--- config.mk ---
export PLATFORM = sky130hd
export DESIGN_NAME = chirp_packet_airtime_calc_flat
export DESIGN_NICKNAME = d
export VERILOG_FILES = /design/src/sv/cpac_pkg.sv /design/src/sv/cpac_if.sv /design/src/sv/chirp_packet_airtime_calc.sv /design/src/flat_wrapper.sv
export SDC_FILE = /design/constraint.sdc
export NUM_CORES = 2
export LEC_CHECK = 0
export BUFFER_PORTS_ARGS = -buffer_cell sky130_fd_sc_hd__buf_2
export CORE_MARGIN = 5
export CORE_UTILIZATION = 50
export DETAILED_ROUTE_END_ITERATION = 8
export PLACE_DENSITY = 0.65
export SLEW_MARGIN = 20
export SYNTH_ARGS = -nofsm -noshare
export SYNTH_HDL_FRONTEND = slang
export SYNTH_SLANG_ARGS = --single-unit
--- constraint.sdc ---
create_clock -name clk -period 10.5 [get_ports clk]
set_input_delay 1.05 -clock clk [delete_from_list [all_inputs] [get_ports clk]]
set_output_delay 1.05 -clock clk [all_outputs]
set_load 0.05 [all_outputs]
--- src/sv/cpac_pkg.sv ---
// ----------------------------------------------------------------------------
// cpac_pkg
// Shared types, widths, register indexes and constants for the chirp packet
// airtime calculator.
// ----------------------------------------------------------------------------
package cpac_pkg;

    localparam int LEN_W    = 8;
    localparam int AIR_W    = 26;
    localparam int SYM_W    = 10;
    localparam int BW_W     = 9;
    localparam int SF_W     = 4;
    localparam int CR_W     = 4;
    localparam int PRE_W    = 16;
    localparam int CFG_IDX_W  = 2;
    localparam int CFG_DATA_W = 16;

    localparam logic [CFG_IDX_W-1:0] REG_BANDWIDTH = 2'd0;
    localparam logic [CFG_IDX_W-1:0] REG_SF        = 2'd1;
    localparam logic [CFG_IDX_W-1:0] REG_CR        = 2'd2;
    localparam logic [CFG_IDX_W-1:0] REG_PREAMBLE  = 2'd3;

    localparam logic [BW_W-1:0]  BW_RESET  = 9'd125;
    localparam logic [SF_W-1:0]  SF_RESET  = 4'd7;
    localparam logic [CR_W-1:0]  CR_RESET  = 4'd5;
    localparam logic [PRE_W-1:0] PRE_RESET = 16'd8;

    localparam logic [SF_W-1:0] SF_MIN = 4'd6;
    localparam logic [SF_W-1:0] SF_MAX = 4'd12;
    localparam logic [CR_W-1:0] CR_MIN = 4'd5;
    localparam logic [CR_W-1:0] CR_MAX = 4'd8;

    // Divider geometry
    localparam int DIVD_W          = 11;
    localparam int NUM_W           = 31;
    localparam int STEPS_PER_STAGE = 2;
    localparam int DIV_STAGES      = (NUM_W + STEPS_PER_STAGE - 1) / STEPS_PER_STAGE;

    // Pipeline stage indexes
    localparam int ST_LEN   = 0;
    localparam int ST_X     = 1;
    localparam int ST_QEST  = 2;
    localparam int ST_Q     = 3;
    localparam int ST_SYM   = 4;
    localparam int ST_NUM4  = 5;
    localparam int ST_SHIFT = 6;
    localparam int ST_DIV0  = 7;
    localparam int NUM_STAGES = ST_DIV0 + DIV_STAGES + 1;
    localparam int ST_OUT   = NUM_STAGES - 1;

    typedef struct packed {
        logic [DIVD_W-1:0] rem;
        logic [NUM_W-1:0]  nq;
        logic [SYM_W-1:0]  sym;
    } div_stage_t;

    // floor(65536 / k) for symbol divisor k in 4..12
    function automatic logic [14:0] recip(input logic [SF_W-1:0] k);
        logic [14:0] r;
        case (k)
            4'd4:    r = 15'd16384;
            4'd5:    r = 15'd13107;
            4'd6:    r = 15'd10922;
            4'd7:    r = 15'd9362;
            4'd8:    r = 15'd8192;
            4'd9:    r = 15'd7281;
            4'd10:   r = 15'd6553;
            4'd11:   r = 15'd5957;
            4'd12:   r = 15'd5461;
            default: r = 15'd5461;
        endcase
        return r;
    endfunction

endpackage

--- src/sv/cpac_if.sv ---
// ----------------------------------------------------------------------------
// cpac interfaces
// Valid/ready channels for queries, results and register writes.
// ----------------------------------------------------------------------------
interface cpac_query_if;
    logic                        valid;
    logic                        ready;
    logic [cpac_pkg::LEN_W-1:0]  payload_length;

    modport source (output valid, output payload_length, input ready);
    modport sink   (input valid, input payload_length, output ready);
endinterface

interface cpac_result_if;
    logic                        valid;
    logic                        ready;
    logic [cpac_pkg::AIR_W-1:0]  airtime_ms;
    logic [cpac_pkg::SYM_W-1:0]  payload_symbols;
    logic                        low_rate_mode;

    modport source (output valid, output airtime_ms, output payload_symbols,
                    output low_rate_mode, input ready);
    modport sink   (input valid, input airtime_ms, input payload_symbols,
                    input low_rate_mode, output ready);
endinterface

interface cpac_cfg_if;
    logic                             valid;
    logic                             ready;
    logic [cpac_pkg::CFG_IDX_W-1:0]   index;
    logic [cpac_pkg::CFG_DATA_W-1:0]  data;

    modport source (output valid, output index, output data, input ready);
    modport sink   (input valid, input index, input data, output ready);
endinterface

--- src/sv/chirp_packet_airtime_calc.sv ---
// ----------------------------------------------------------------------------
// chirp_packet_airtime_calc
// Pipeline: 7 front stages, 16 divider stages of up to two radix-2 steps
// each (one in the last), one output register. Throughput: one query per
// cycle unless stalled; bubbles collapse, a stalled result holds.
// Reset empties the pipeline and loads 125 kHz, SF7, rate 4/5, preamble 8.
// Computes packet airtime and payload symbol count from the configured link.
// ----------------------------------------------------------------------------
module chirp_packet_airtime_calc
(
    input  logic                  clk,
    input  logic                  rst_n,
    cpac_query_if.sink            query,
    cpac_result_if.source         result,
    cpac_cfg_if.sink              cfg
);

    // Configuration registers
    logic [cpac_pkg::BW_W-1:0]  bw_reg;
    logic [cpac_pkg::SF_W-1:0]  sf_reg;
    logic [cpac_pkg::CR_W-1:0]  cr_reg;
    logic [cpac_pkg::PRE_W-1:0] pre_reg;

    assign cfg.ready = 1'b1;

    always_ff @(posedge clk or negedge rst_n)
    begin
        if (!rst_n)
        begin
            bw_reg  <= cpac_pkg::BW_RESET;
            sf_reg  <= cpac_pkg::SF_RESET;
            cr_reg  <= cpac_pkg::CR_RESET;
            pre_reg <= cpac_pkg::PRE_RESET;
        end
        else if (cfg.valid && cfg.ready)
        begin
            case (cfg.index)
                cpac_pkg::REG_BANDWIDTH: bw_reg  <= cfg.data[cpac_pkg::BW_W-1:0];
                cpac_pkg::REG_SF:        sf_reg  <= cfg.data[cpac_pkg::SF_W-1:0];
                cpac_pkg::REG_CR:        cr_reg  <= cfg.data[cpac_pkg::CR_W-1:0];
                cpac_pkg::REG_PREAMBLE:  pre_reg <= cfg.data[cpac_pkg::PRE_W-1:0];
                default:                 ;
            endcase
        end
    end

    // Derived link settings
    logic [cpac_pkg::BW_W-1:0]   bw_eff;
    logic [cpac_pkg::SF_W-1:0]   sf_c;
    logic [cpac_pkg::CR_W-1:0]   cr_c;
    logic                        de;
    logic [cpac_pkg::SF_W-1:0]   sym_k;
    logic [5:0]                  den;
    logic [5:0]                  neg;
    logic [cpac_pkg::DIVD_W-1:0] div_d;

    always_comb
    begin
        bw_eff = (bw_reg == '0) ? 9'd1 : bw_reg;
        if (sf_reg < cpac_pkg::SF_MIN)
            sf_c = cpac_pkg::SF_MIN;
        else if (sf_reg > cpac_pkg::SF_MAX)
            sf_c = cpac_pkg::SF_MAX;
        else
            sf_c = sf_reg;
        if (cr_reg < cpac_pkg::CR_MIN)
            cr_c = cpac_pkg::CR_MIN;
        else if (cr_reg > cpac_pkg::CR_MAX)
            cr_c = cpac_pkg::CR_MAX;
        else
            cr_c = cr_reg;
        de    = ((13'd1 << sf_c) > {bw_eff, 4'b0000});
        sym_k = sf_c - {2'b00, de, 1'b0};
        den   = {sym_k, 2'b00};
        neg   = {sf_c, 2'b00};
        div_d = {bw_eff, 2'b00};
    end

    // Stage control
    logic [cpac_pkg::NUM_STAGES-1:0] v_reg;
    logic [cpac_pkg::NUM_STAGES-1:0] adv;

    always_comb
    begin
        adv[cpac_pkg::ST_OUT] = !v_reg[cpac_pkg::ST_OUT] || result.ready;
        for (int i = cpac_pkg::NUM_STAGES - 2; i >= 0; i--)
        begin
            adv[i] = !v_reg[i] || adv[i+1];
        end
    end

    assign query.ready = adv[cpac_pkg::ST_LEN];

    always_ff @(posedge clk or negedge rst_n)
    begin
        if (!rst_n)
        begin
            v_reg <= '0;
        end
        else
        begin
            if (adv[0])
                v_reg[0] <= query.valid;
            for (int i = 1; i < cpac_pkg::NUM_STAGES; i++)
            begin
                if (adv[i])
                    v_reg[i] <= v_reg[i-1];
            end
        end
    end

    // Front stages
    logic [cpac_pkg::LEN_W-1:0]  len_reg;
    logic [9:0]                  x_reg;
    logic                        zero1_reg;
    logic [9:0]                  x2_reg;
    logic [7:0]                  qest_reg;
    logic                        zero2_reg;
    logic [7:0]                  q_reg;
    logic                        zero3_reg;
    logic [10:0]                 sym_reg;
    logic [18:0]                 num4_reg;
    logic [cpac_pkg::SYM_W-1:0]  sym5_reg;
    logic [cpac_pkg::NUM_W-1:0]  n_reg;
    logic [cpac_pkg::SYM_W-1:0]  sym6_reg;

    logic [11:0] pos;
    logic [11:0] m_next;
    logic        zero_next;
    logic [24:0] prod;
    logic [9:0]  rem_q;
    logic [7:0]  q_next;
    logic [10:0] sym_next;
    logic [18:0] num4_next;
    logic [cpac_pkg::SYM_W-1:0] sym_sat_next;

    always_comb
    begin
        pos          = {1'b0, len_reg, 3'b000} + 12'd44;
        zero_next    = (pos <= {6'd0, neg});
        m_next       = pos - {6'd0, neg} + {6'd0, den} - 12'd1;
        prod         = {15'd0, x_reg} * {10'd0, cpac_pkg::recip(sym_k)};
        rem_q        = x2_reg - ({2'b00, qest_reg} * {6'd0, sym_k});
        q_next       = (rem_q >= {6'd0, sym_k}) ? (qest_reg + 8'd1) : qest_reg;
        sym_next     = zero3_reg ? 11'd0 : ({3'b000, q_reg} * {7'd0, cr_c});
        num4_next    = {1'b0, pre_reg, 2'b00} + 19'd49 + {6'd0, sym_reg, 2'b00};
        sym_sat_next = sym_reg[10] ? '1 : sym_reg[cpac_pkg::SYM_W-1:0];
    end

    always_ff @(posedge clk)
    begin
        if (adv[cpac_pkg::ST_LEN])
            len_reg <= query.payload_length;
        if (adv[cpac_pkg::ST_X])
        begin
            x_reg     <= m_next[11:2];
            zero1_reg <= zero_next;
        end
        if (adv[cpac_pkg::ST_QEST])
        begin
            x2_reg    <= x_reg;
            qest_reg  <= prod[23:16];
            zero2_reg <= zero1_reg;
        end
        if (adv[cpac_pkg::ST_Q])
        begin
            q_reg     <= q_next;
            zero3_reg <= zero2_reg;
        end
        if (adv[cpac_pkg::ST_SYM])
            sym_reg <= sym_next;
        if (adv[cpac_pkg::ST_NUM4])
        begin
            num4_reg <= num4_next;
            sym5_reg <= sym_sat_next;
        end
        if (adv[cpac_pkg::ST_SHIFT])
        begin
            n_reg    <= {12'd0, num4_reg} << sf_c;
            sym6_reg <= sym5_reg;
        end
    end

    // Restoring divider, two quotient bits a stage (one in the last stage)
    cpac_pkg::div_stage_t div_reg  [cpac_pkg::DIV_STAGES];
    cpac_pkg::div_stage_t div_next [cpac_pkg::DIV_STAGES];

    always_comb
    begin
        cpac_pkg::div_stage_t cur;
        logic [cpac_pkg::DIVD_W:0] t;
        for (int s = 0; s < cpac_pkg::DIV_STAGES; s++)
        begin
            if (s == 0)
            begin
                cur.rem = '0;
                cur.nq  = n_reg;
                cur.sym = sym6_reg;
            end
            else
            begin
                cur = div_reg[s-1];
            end
            for (int j = 0; j < cpac_pkg::STEPS_PER_STAGE; j++)
            begin
                if (s * cpac_pkg::STEPS_PER_STAGE + j < cpac_pkg::NUM_W)
                begin
                    t = {cur.rem, cur.nq[cpac_pkg::NUM_W-1]};
                    if (t >= {1'b0, div_d})
                    begin
                        t      = t - {1'b0, div_d};
                        cur.nq = {cur.nq[cpac_pkg::NUM_W-2:0], 1'b1};
                    end
                    else
                    begin
                        cur.nq = {cur.nq[cpac_pkg::NUM_W-2:0], 1'b0};
                    end
                    cur.rem = t[cpac_pkg::DIVD_W-1:0];
                end
            end
            div_next[s] = cur;
        end
    end

    always_ff @(posedge clk)
    begin
        for (int s = 0; s < cpac_pkg::DIV_STAGES; s++)
        begin
            if (adv[cpac_pkg::ST_DIV0 + s])
                div_reg[s] <= div_next[s];
        end
    end

    // Output register
    cpac_pkg::div_stage_t last_div;
    logic [cpac_pkg::AIR_W-1:0] air_reg;
    logic [cpac_pkg::SYM_W-1:0] sym_out_reg;
    logic                       de_reg;

    assign last_div = div_reg[cpac_pkg::DIV_STAGES-1];

    always_ff @(posedge clk)
    begin
        if (adv[cpac_pkg::ST_OUT])
        begin
            air_reg     <= (last_div.nq[cpac_pkg::NUM_W-1:cpac_pkg::AIR_W] != '0)
                           ? '1 : last_div.nq[cpac_pkg::AIR_W-1:0];
            sym_out_reg <= last_div.sym;
            de_reg      <= de;
        end
    end

    assign result.valid           = v_reg[cpac_pkg::ST_OUT];
    assign result.airtime_ms      = air_reg;
    assign result.payload_symbols = sym_out_reg;
    assign result.low_rate_mode   = de_reg;

endmodule
--- src/flat_wrapper.sv ---
// flat-port wrapper written by rule: the top's interface ports become plain ports
module chirp_packet_airtime_calc_flat 
  (clk, rst_n, query_valid, query_payload_length, query_ready, result_valid, result_airtime_ms, result_payload_symbols, result_low_rate_mode, result_ready, cfg_valid, cfg_index, cfg_data, cfg_ready);
  cpac_query_if query_i ();
  cpac_result_if result_i ();
  cpac_cfg_if cfg_i ();
  input  logic clk;
  input  logic rst_n;
  input wire logic [$bits(query_i.valid)-1:0] query_valid;
  input wire logic [$bits(query_i.payload_length)-1:0] query_payload_length;
  output wire logic [$bits(query_i.ready)-1:0] query_ready;
  output wire logic [$bits(result_i.valid)-1:0] result_valid;
  output wire logic [$bits(result_i.airtime_ms)-1:0] result_airtime_ms;
  output wire logic [$bits(result_i.payload_symbols)-1:0] result_payload_symbols;
  output wire logic [$bits(result_i.low_rate_mode)-1:0] result_low_rate_mode;
  input wire logic [$bits(result_i.ready)-1:0] result_ready;
  input wire logic [$bits(cfg_i.valid)-1:0] cfg_valid;
  input wire logic [$bits(cfg_i.index)-1:0] cfg_index;
  input wire logic [$bits(cfg_i.data)-1:0] cfg_data;
  output wire logic [$bits(cfg_i.ready)-1:0] cfg_ready;
  assign query_i.valid = query_valid;
  assign query_i.payload_length = query_payload_length;
  assign query_ready = query_i.ready;
  assign result_valid = result_i.valid;
  assign result_airtime_ms = result_i.airtime_ms;
  assign result_payload_symbols = result_i.payload_symbols;
  assign result_low_rate_mode = result_i.low_rate_mode;
  assign result_i.ready = result_ready;
  assign cfg_i.valid = cfg_valid;
  assign cfg_i.index = cfg_index;
  assign cfg_i.data = cfg_data;
  assign cfg_ready = cfg_i.ready;
  chirp_packet_airtime_calc u_core (.clk(clk), .rst_n(rst_n), .query(query_i), .result(result_i), .cfg(cfg_i));
endmodule
==> results.py <==
metrics = {
    "sta": {
        "drv_slew": 0,
        "max_freq_mhz": 100,
        "maxSlewHeadroom_pct": 30.8,
        "finalHoldViolations": 0,
        "tns_ns": 0,
        "grt_setup_unrepaired": "false",
        "fin_crit_ns": 9.96,
        "skew_ns": 0.0369,
        "worstMarginPinSlew_ns": 1.04,
        "fin_crit_sh_pct": 94.9,
        "setup_slack_ns": 0.536,
        "setup_viol": 0,
    },
    "yosys": {
        "synth_common_cells": "edfxtp_1, ha_1, inv_1",
        "synthTopCellsByArea": "edfxtp_1, ha_1, fa_1, xnor2_1, dfrtp_1",
        "synth_edf_count": 982,
        "synth_top_family_by_area": "adder cells",
        "synth_ff_type": "edfxtp_1",
        "synth_cells": 3977,
        "synth_xor_area_share_pct": 3.58,
        "yosysMostFrequentCell": "edfxtp_1",
        "synth_seq_area_share_pct": 57.6,
        "synth_compound_area_share_pct": 7.94,
        "synth.area.mux_share_pct": 4.69,
        "ys_warn_count": 0,
        "syn_area_um2": 53700,
        "syn_avg_cell_area_um2": 13.5,
        "synth_seq_cells": 1039,
        "synth_top_area_cell": "edfxtp_1",
        "synth.distinct_cells": 90,
        "synth_adder_area_share_pct": 15.2,
        "synth_top_area_share_pct": 54.9,
        "async_reset_ff_share_pct": 5.49,
        "synth_simple_gate_area_share_pct": 8.44,
    },
    "clocking": {
        "root_buffer": "clkbuf_16",
        "cts_max_level": 3,
        "clockBufferDepth": 3,
        "clk_pin_slew_ns": 0.06,
        "cts_tree": "yes",
        "clk_latency_ns": 0.68,
        "numCtsBuffers": 104,
        "clock_sinks": 1039,
    },
    "global_routing": {
        "grt_max_degree": 58,
        "grt_overflow": 0,
        "grt_pass1_wl_mm": 165,
        "antenna_found_initial": 1,
        "grt_use_total_pct": 18.1,
        "grt_pass1_vias": 30600,
    },
    "placement": {
        "dp_slack_ns": 0.206,
        "place.gp.congestion": 0.865,
        "io_buffer_count": 69,
        "hpwl_mm": 71.8,
    },
    "floorplanning": {
        "pin_count": 71,
        "rows": 120,
        "initial_core_util_pct": 50.2,
        "core_um2": 107000,
        "die_x_um": 338,
        "die_h_um": 338,
        "die_area_um2": 114000,
    },
    "final_layout": {
        "largest_reg_flops": 821,
        "drive_gt1_share_pct": 11.6,
        "fin_nets": 4738,
        "area_growth_pct": 10.7,
    },
    "critical_path": {
        "r2r_cells": 33,
        "cp.required_ns": 10.89,
        "cpMostUsedCell": "o21a_1",
        "cp_max_fo": 20,
        "crit_path_top_delay_cell": "dfstp_2",
        "worstPathArrival_ns": 10.36,
        "end_kind": "flip-flop",
        "worstSetupPathType": "reg -> reg",
        "critical-path-max-stage-delay_ns": 0.73,
        "start_kind": "flip-flop",
    },
    "detailed_routing": {
        "drc_errors": 0,
        "routed_wl_mm": 102,
        "drt-vias-per-instance": 5.34,
        "vias": 30100,
        "postRouteAntennaNets": 0,
        "drtIter0Drc": 1835,
        "drtPass1Iterations": 5,
        "wl_per_cell_um": 18.1,
    },
    "outcome": {
        "outcome": "finished clean",
    },
    "hold_path": {
        "worstHoldPathCells": 0,
        "hp-class": "reg -> reg",
    },
    "flow_run": {
        "drv_cap": 0,
    },
}
==> metal layers <==
metal | track usage (%) | up-vias | part of all wire [%]
li1 | - | 15000 | -
met1 | 24.6 | 14500 | 45
met2 | 31.4 | 518 | 49
met3 | 2.41 | 139 | 3.6
met4 | 4.32 | 0 | 1.9
met5 | 0 | - | 0
==> cell usage in the layout, fill, tap and decap left out, types with 18 or more instances in the layout <==
cell type	count
nor2b_1	51
a21o_1	77
buf_4	42
o21bai_1	30
o21ai_0	123
xor2_1	59
nand2b_1	62
ha_1	410
nand4_1	49
and2_1	68
or3_1	29
buf_2	69
a21oi_1	179
conb_1	18
xnor2_1	159
inv_1	277
fa_1	151
o21ai_1	60
mux2_1	48
clkinv_2	22
dfrtp_1	45
clkbuf_16	104
nor2_1	208
nand3_1	31
nor4_1	33
mux2_2	96
clkbuf_1	21
nor3_1	26
a211oi_1	29
nand2_1	222
o21a_1	56
mux2i_1	64
edfxtp_1	982
and3_1	26
or2_2	35
==> what timing repair did <==
item / CTS / global route
endpoints found under the setup margin: 0 / 3
hold buffers: 0 / 0
setup buffers: 0 / 3
resized for setup: 0 / 8
==> logic make-up after synthesis <==
| logic type | after synthesis |
|---|---|
| XOR/XNOR | 219 |
| other | 2 |
| multiplexers | 224 |
| adder cells (fa/ha/maj) | 562 |
| AND/OR/NAND/NOR | 896 |
| flip-flops | 1039 |
| buffers and inverters | 359 |
| AO/OA/AOI/OAI | 676 |
==> metrics by stage <==
stage                     utilization (%)  cell area (um^2)  instances  hold slack, ns
after floorplan                         -             53800       3993           0.400
after global placement               52.3             55900       5439           0.400
after detailed placement             52.3             55900       5439           0.405
after CTS                            55.6             59400       5636           0.395
after global routing                 55.6             59500       5639           0.409
final                                55.6             59500       5640           0.400
==> critical path, delay by kind of cell, from the launching register on <==
| kind | cells | cell delay (ns) |
|---|---|---|
| AOI/OAI and AO/OA | 11 | 2.66 |
| and+or+nand+nor | 9 | 2.17 |
| DFF | 1 | 0.73 |
| adders and majority gates | 9 | 3.60 |
| buffers and inverters | 4 | 0.54 |
==> cell type report <==
cell class	count	area (um^2)
sequential	1039	30900
clock buffer	133	2790
inverter	294	1100
tap	1403	1760
fill	8773	47400
timing repair buffer	111	661
antenna	1	2.50
multi-input combinational	2595	21600
clock inverter	64	658
==> worst paths after layout <==
path,from,endpoint,slack [ns]
setup reg to reg,u_core.sf_reg[2],u_core.qest_reg[7],0.54
hold reg to reg,u_core.div_reg[0][133],u_core.div_reg[0][187],0.40
min in group asynchronous,rst_n,u_core.pre_reg[9],0.57
setup / recovery,u_core.sf_reg[2],u_core.qest_reg[7],0.54
max in group asynchronous,rst_n,u_core.v_reg[18],9.37
hold / removal,u_core.div_reg[0][133],u_core.div_reg[0][187],0.40
Power is not shown: default switching activity piles up to over one toggle a cycle in this logic, so the estimate is an artifact.
